<file path="config.mk">
export PLATFORM = sky130hd
export DESIGN_NAME = utf8_to_utf16_decoder_core
export DESIGN_NICKNAME = d
export VERILOG_FILES = /design/src/rtl/core/utf8u16_pkg.sv /design/src/rtl/core/utf8u16_front.sv /design/src/rtl/core/utf8u16_queue.sv /design/src/rtl/core/utf8u16_back.sv /design/src/rtl/core/utf8_to_utf16_decoder_core.sv
export SDC_FILE = /design/constraint.sdc
export NUM_CORES = 1
export LEC_CHECK = 0
export ABC_AREA = 1
export BUFFER_PORTS_ARGS = -buffer_cell sky130_fd_sc_hd__buf_2
export CAP_MARGIN = 20
export CORE_MARGIN = 2
export CORE_UTILIZATION = 45
export CTS_BUF_LIST = sky130_fd_sc_hd__clkbuf_16
export DETAILED_ROUTE_END_ITERATION = 8
export PLACE_DENSITY_LB_ADDON = 0.05
export SLEW_MARGIN = 15
export SYNTH_ARGS = -nofsm -noshare
export SYNTH_HDL_FRONTEND = slang
export SYNTH_HIERARCHICAL = 1
export SYNTH_SLANG_ARGS = --single-unit
</file>
<file path="constraint.sdc">
create_clock -name clk -period 9.2 [get_ports clk]
set_clock_uncertainty 0.15 [all_clocks]
set_input_delay 1.38 -clock clk [delete_from_list [all_inputs] [get_ports clk]]
set_output_delay 1.38 -clock clk [all_outputs]
set_load 0.02 [all_outputs]
</file>
<file path="src/rtl/core/utf8u16_pkg.sv">
// Shared types and constants for the UTF-8 to UTF-16 transcoder.
package utf8u16_pkg;

    localparam int CP_W        = 21;
    localparam int UNIT_W      = 16;
    localparam int BYTE_W      = 8;
    localparam int QUEUE_DEPTH = 4;
    localparam int QPTR_W      = $clog2(QUEUE_DEPTH);
    localparam int QCNT_W      = $clog2(QUEUE_DEPTH + 1);

    localparam logic [CP_W-1:0] CP_MAX     = 21'h10FFFF;
    localparam logic [CP_W-1:0] CP_SUPP    = 21'h010000;
    localparam logic [5:0]      HI_SURR_TAG = 6'b110110;
    localparam logic [5:0]      LO_SURR_TAG = 6'b110111;

    typedef struct packed {
        logic            pair;
        logic [CP_W-1:0] cp;
    } cp_entry_t;

endpackage

</file>
<file path="src/rtl/core/utf8u16_front.sv">
// Front stage: accepts UTF-8 bytes, assembles code points and classifies them.
module utf8u16_front (
    input  logic                          clk,
    input  logic                          rst_n,
    input  logic                          accept,
    input  logic [7:0]                    data_byte,
    input  logic                          end_of_string,
    output logic                          push,
    output utf8u16_pkg::cp_entry_t        push_entry
);
    import utf8u16_pkg::*;

    logic [1:0]      pending_reg;
    logic [1:0]      pending_next;
    logic [CP_W-1:0] partial_reg;
    logic [CP_W-1:0] partial_next;
    logic [CP_W-1:0] cp_done;
    logic            done;

    always_comb
    begin
        pending_next = pending_reg;
        partial_next = partial_reg;
        cp_done      = '0;
        done         = 1'b0;
        if (pending_reg != 2'd0)
        begin
            cp_done      = {partial_reg[CP_W-7:0], data_byte[5:0]};
            pending_next = pending_reg - 2'd1;
            partial_next = cp_done;
            if (pending_next == 2'd0)
            begin
                done         = 1'b1;
                partial_next = '0;
            end
        end
        else if (data_byte[7] == 1'b0)
        begin
            cp_done = {{(CP_W-BYTE_W){1'b0}}, data_byte};
            done    = 1'b1;
        end
        else if (data_byte[7:5] == 3'b110)
        begin
            partial_next = {{(CP_W-5){1'b0}}, data_byte[4:0]};
            pending_next = 2'd1;
        end
        else if (data_byte[7:4] == 4'b1110)
        begin
            partial_next = {{(CP_W-4){1'b0}}, data_byte[3:0]};
            pending_next = 2'd2;
        end
        else if (data_byte[7:3] == 5'b11110)
        begin
            partial_next = {{(CP_W-3){1'b0}}, data_byte[2:0]};
            pending_next = 2'd3;
        end
        if (end_of_string)
        begin
            pending_next = 2'd0;
            partial_next = '0;
        end
    end

    assign push            = accept && done && (cp_done <= CP_MAX);
    assign push_entry.cp   = cp_done;
    assign push_entry.pair = |cp_done[CP_W-1:UNIT_W];

    always_ff @(posedge clk or negedge rst_n)
    begin
        if (!rst_n)
        begin
            pending_reg <= 2'd0;
            partial_reg <= '0;
        end
        else if (accept)
        begin
            pending_reg <= pending_next;
            partial_reg <= partial_next;
        end
    end

endmodule

</file>
<file path="src/rtl/core/utf8u16_queue.sv">
// Small FIFO of classified code points between the front and back stages.
module utf8u16_queue (
    input  logic                          clk,
    input  logic                          rst_n,
    input  logic                          push,
    input  utf8u16_pkg::cp_entry_t        push_entry,
    input  logic                          pop,
    output utf8u16_pkg::cp_entry_t        pop_entry,
    output logic                          full,
    output logic                          empty
);
    import utf8u16_pkg::*;

    cp_entry_t         mem [QUEUE_DEPTH];
    logic [QPTR_W-1:0] wr_ptr_reg;
    logic [QPTR_W-1:0] rd_ptr_reg;
    logic [QCNT_W-1:0] count_reg;
    logic              do_push;
    logic              do_pop;

    assign full      = (count_reg == QCNT_W'(QUEUE_DEPTH));
    assign empty     = (count_reg == '0);
    assign do_push   = push && !full;
    assign do_pop    = pop && !empty;
    assign pop_entry = mem[rd_ptr_reg];

    always_ff @(posedge clk)
    begin
        if (do_push)
        begin
            mem[wr_ptr_reg] <= push_entry;
        end
    end

    always_ff @(posedge clk or negedge rst_n)
    begin
        if (!rst_n)
        begin
            wr_ptr_reg <= '0;
            rd_ptr_reg <= '0;
            count_reg  <= '0;
        end
        else
        begin
            if (do_push)
            begin
                wr_ptr_reg <= wr_ptr_reg + QPTR_W'(1);
            end
            if (do_pop)
            begin
                rd_ptr_reg <= rd_ptr_reg + QPTR_W'(1);
            end
            if (do_push && !do_pop)
            begin
                count_reg <= count_reg + QCNT_W'(1);
            end
            else if (do_pop && !do_push)
            begin
                count_reg <= count_reg - QCNT_W'(1);
            end
        end
    end

endmodule

</file>
<file path="src/rtl/core/utf8u16_back.sv">
// Back stage: turns queued code points into UTF-16 words in an output register.
module utf8u16_back (
    input  logic                          clk,
    input  logic                          rst_n,
    input  utf8u16_pkg::cp_entry_t        head,
    input  logic                          empty,
    output logic                          pop,
    output logic                          out_valid,
    input  logic                          out_ready,
    output logic [15:0]                   code_unit,
    output logic                          run_last
);
    import utf8u16_pkg::*;

    logic               valid_reg;
    logic [UNIT_W-1:0]  unit_reg;
    logic               last_reg;
    logic               second_reg;
    logic               load;
    logic [CP_W-1:0]    offset;
    logic [UNIT_W-1:0]  unit_next;
    logic               last_next;

    assign load   = !empty && (!valid_reg || out_ready);
    assign offset = head.cp - CP_SUPP;

    always_comb
    begin
        if (!head.pair)
        begin
            unit_next = head.cp[UNIT_W-1:0];
            last_next = 1'b1;
        end
        else if (!second_reg)
        begin
            unit_next = {HI_SURR_TAG, offset[19:10]};
            last_next = 1'b0;
        end
        else
        begin
            unit_next = {LO_SURR_TAG, offset[9:0]};
            last_next = 1'b1;
        end
    end

    assign pop = load && last_next;

    always_ff @(posedge clk or negedge rst_n)
    begin
        if (!rst_n)
        begin
            valid_reg  <= 1'b0;
            second_reg <= 1'b0;
        end
        else
        begin
            if (load)
            begin
                valid_reg  <= 1'b1;
                second_reg <= !last_next;
            end
            else if (out_ready)
            begin
                valid_reg <= 1'b0;
            end
        end
    end

    always_ff @(posedge clk)
    begin
        if (load)
        begin
            unit_reg <= unit_next;
            last_reg <= last_next;
        end
    end

    assign out_valid = valid_reg;
    assign code_unit = unit_reg;
    assign run_last  = last_reg;

endmodule

</file>
<file path="src/rtl/core/utf8_to_utf16_decoder_core.sv">
// Top level of the UTF-8 to UTF-16 transcoder: front stage, queue and back stage.
//
//  Channel   Direction  Word contents
//  s_axis    in         tdata = data_byte[7:0], tlast = end_of_string
//  m_axis    out        tdata = code_unit[15:0], tlast = run_last
//
// One input byte is taken per cycle while the four-entry queue has room.
// A code point of the basic plane leaves as one word, a surrogate pair as two words,
// and the output port carries one word per cycle while m_axis_tready is high.
// The output word sits in a register; the input side keeps running while it stalls, until the queue is full.
// Reset clears the decoder state, the queue pointers and the output valid flag, but not the output word.
module utf8_to_utf16_decoder_core (
    input  logic        clk,
    input  logic        rst_n,
    input  logic        s_axis_tvalid,
    output logic        s_axis_tready,
    input  logic [7:0]  s_axis_tdata,   // [7:0] data_byte
    input  logic        s_axis_tlast,
    output logic        m_axis_tvalid,
    input  logic        m_axis_tready,
    output logic [15:0] m_axis_tdata,   // [15:0] code_unit
    output logic        m_axis_tlast
);
    import utf8u16_pkg::*;

    logic      accept;
    logic      push;
    logic      pop;
    logic      full;
    logic      empty;
    cp_entry_t push_entry;
    cp_entry_t head;

    assign s_axis_tready = !full;
    assign accept        = s_axis_tvalid && !full;

    utf8u16_front u_front (
        .clk           (clk),
        .rst_n         (rst_n),
        .accept        (accept),
        .data_byte     (s_axis_tdata),
        .end_of_string (s_axis_tlast),
        .push          (push),
        .push_entry    (push_entry)
    );

    utf8u16_queue u_queue (
        .clk        (clk),
        .rst_n      (rst_n),
        .push       (push),
        .push_entry (push_entry),
        .pop        (pop),
        .pop_entry  (head),
        .full       (full),
        .empty      (empty)
    );

    utf8u16_back u_back (
        .clk       (clk),
        .rst_n     (rst_n),
        .head      (head),
        .empty     (empty),
        .pop       (pop),
        .out_valid (m_axis_tvalid),
        .out_ready (m_axis_tready),
        .code_unit (m_axis_tdata),
        .run_last  (m_axis_tlast)
    );

endmodule

</file>
==> run summary <==
Status -> finished, final reports clean
Pwr/cell area -> 339 nW/um^2
Root buffer cell -> clkbuf_16
Hold Crit Class -> flip-flop to flip-flop
Logic pwr share -> 33.9%
Warnings, synthesis -> 6
DR WL/cell -> 14.3 microns
Vias per cell -> 4.87
Slew Viols, Final -> 0
Post-Syn Area -> 5810 sq um
Worst vdd ir -> 171 uV
WL final -> 11100 microns
Clk Latency, worst-skew pair -> 0.41 ns
Vias -> 3777
DRT Pass-1 Iters -> 5
Crit path cell chain -> buf_2 -> inv_1 -> nor2_2 -> nand3_1 -> a21oi_1 -> nand2_1 -> inv_1 -> ha_1 -> inv_1 -> fa_1 -> nand2_1 -> nand3_1 -> nand2_1 -> nand2_1
P_leak -> 2.94 nW
Max-Cap Viols -> 0
Post-Syn Area per Cell -> 10.4 sq um
Most frequent CP cell -> nand2_1
CP max stage delay -> 0.59 ns
GRT Overall Usage -> 17.0%
Worst setup SP type -> primary input
# DRC -> 0
Clk pwr share -> 28.4%
Number of global-route vias before repair -> 3549
Core area -> 12600 sq um
CTS Sinks -> 127
Port Buffer Count -> 31
Fin crit share -> 38.2%
WP data required -> 9.35 ns
FMAX -> 284 MHz
Area growth from synthesis to layout -> 13.6%
CTS resizes -> 0
Initial Util -> 46.0%
Layout net count -> 610
Fillers -> 1176
Setup ws final -> 5.68 ns
Initial DRC count -> 216
Max FFs per register -> 84
Die Ht -> 118 microns
Number of setup buffers added after CTS -> 0
Final ANT Viol Nets -> 0
Area occupied by multi-input gates -> 1550 sq um
Kind of critical path -> primary input to flip-flop
Final setup violating endpoints -> 0
DP Worst Slack -> 5.26 ns
Post-DP HPWL -> 7230 microns
Share of cells above drive strength 1 -> 13.6%
Die area -> 13800 sq um
Setup crit end kind -> flip-flop
Post-layout min period -> 3.52 ns
Unrepaired setup endpoints after global routing -> false
CTS tree -> done
CTS Buffer Depth -> 2
IO Count -> 32
Largest net degree at the start of global routing -> 87
CTS Buf Count -> 17
Die W -> 118 microns
Pint -> 1.43 mW
Max-slew headroom at the worst pin -> 46.0%
Antenna fix cells -> 0
Hold_ws -> 0.319 ns
Switching power -> 0.808 mW
Hold Vio Cnt, Final -> 0
Sequential Area -> 3680 sq um
Clock H-tree levels -> 4
PnR Total Power -> 2.24 mW
Sequential share of power -> 37.7%
Critical Path AT -> 3.66 ns
# rows -> 41
CP max FO -> 19
Clk pin slew, worst setup/hold paths -> 0.05 ns
Overflow after GRT -> 0
Syn nets -> 576
Initial antenna violation count -> 0
First-pass GRT wire length -> 17900 microns
CP max-delay cell -> nor2_2
Hold buffer count at CTS -> 0
RePlAce Congestion -> 0.810
Sw Share -> 36.1%
Total negative setup slack -> 0 ns
Syn Inst Count -> 556
Worst Tran Pin Value -> 0.810 ns
[cell type report]
| class | instances | area share [%] |
|---|---|---|
| Clock buffer | 17 | 6.45 |
| Multi-Input combinational cell | 305 | 23.5 |
| Timing Repair Buffer | 36 | 2.92 |
| Sequential cell | 127 | 55.8 |
| Clock inverter | 15 | 2.10 |
| Tap cell | 172 | 3.26 |
| Inverter | 103 | 5.93 |
[placed cells by master, fill, tap and decap left out, types with 3 or more instances in the layout]
cell / n
nand2_1: 146
inv_1: 104
edfxtp_1: 101
nor2_1: 51
o211ai_1: 38
nand3_1: 34
buf_2: 31
dfrtp_1: 26
clkbuf_16: 17
o21ai_2: 8
ha_1: 6
buf_4: 5
a21oi_1: 4
o211ai_2: 4
bufinv_16: 3
clkinv_1: 3
clkinv_2: 3
inv_2: 3
o21ai_0: 3
[final timing paths]
check	endpoint	slack, ns	startpoint	cells past startpoint
worst max-delay path	u_queue/count_reg[2]	5.68	s_axis_tvalid	14
worst min-delay path	u_front/partial_reg[14]	0.32	u_front/partial_reg[14]	2
worst max register to register	u_queue/count_reg[1]	5.96	u_queue/rd_ptr_reg[0]	13
worst min register to register	u_front/partial_reg[14]	0.32	u_front/partial_reg[14]	2
max in group asynchronous	u_front/partial_reg[5]	7.64	rst_n	1
min in group asynchronous	u_queue/rd_ptr_reg[0]	0.84	rst_n	1
[per-layer routing]
layer	GRT usage, %	share of wire (%)
met5	0	0
met4	6.17	1.3
met3	4.07	5.3
met2	27.9	48
met1	21.9	45
[worst max-delay path: cells and delay by family]
| family | cells | cell delay, ns |
|---|---|---|
| buf+inv | 4 | 0.29 |
| simple gates | 7 | 1.22 |
| compound gates | 1 | 0.23 |
| fa+ha+maj | 2 | 0.55 |
[power by group through the flow]
| stage | clock, mW | combinational [mW] | sequential [mW] |
|---|---|---|---|
| after CTS | 0.649 | 0.768 | 0.846 |
| final | 0.636 | 0.759 | 0.845 |
| after global placement | 0 | 0.756 | 0.854 |
| after detailed placement | 0 | 0.766 | 0.856 |
| after global routing | 0.673 | 0.854 | 0.859 |
| after floorplan | 0 | 0.573 | 0.903 |
[through the flow]
stage / util (%) / instance area, sq um / instances
after detailed placement: 47.8 / 6040 / 743
after global placement: 47.8 / 6040 / 743
after CTS: 52.3 / 6600 / 775
after global routing: 52.3 / 6600 / 775
after floorplan: - / 5810 / 556
final: 52.3 / 6600 / 775
No activity file was read; power rests on OpenSTA's default activity.
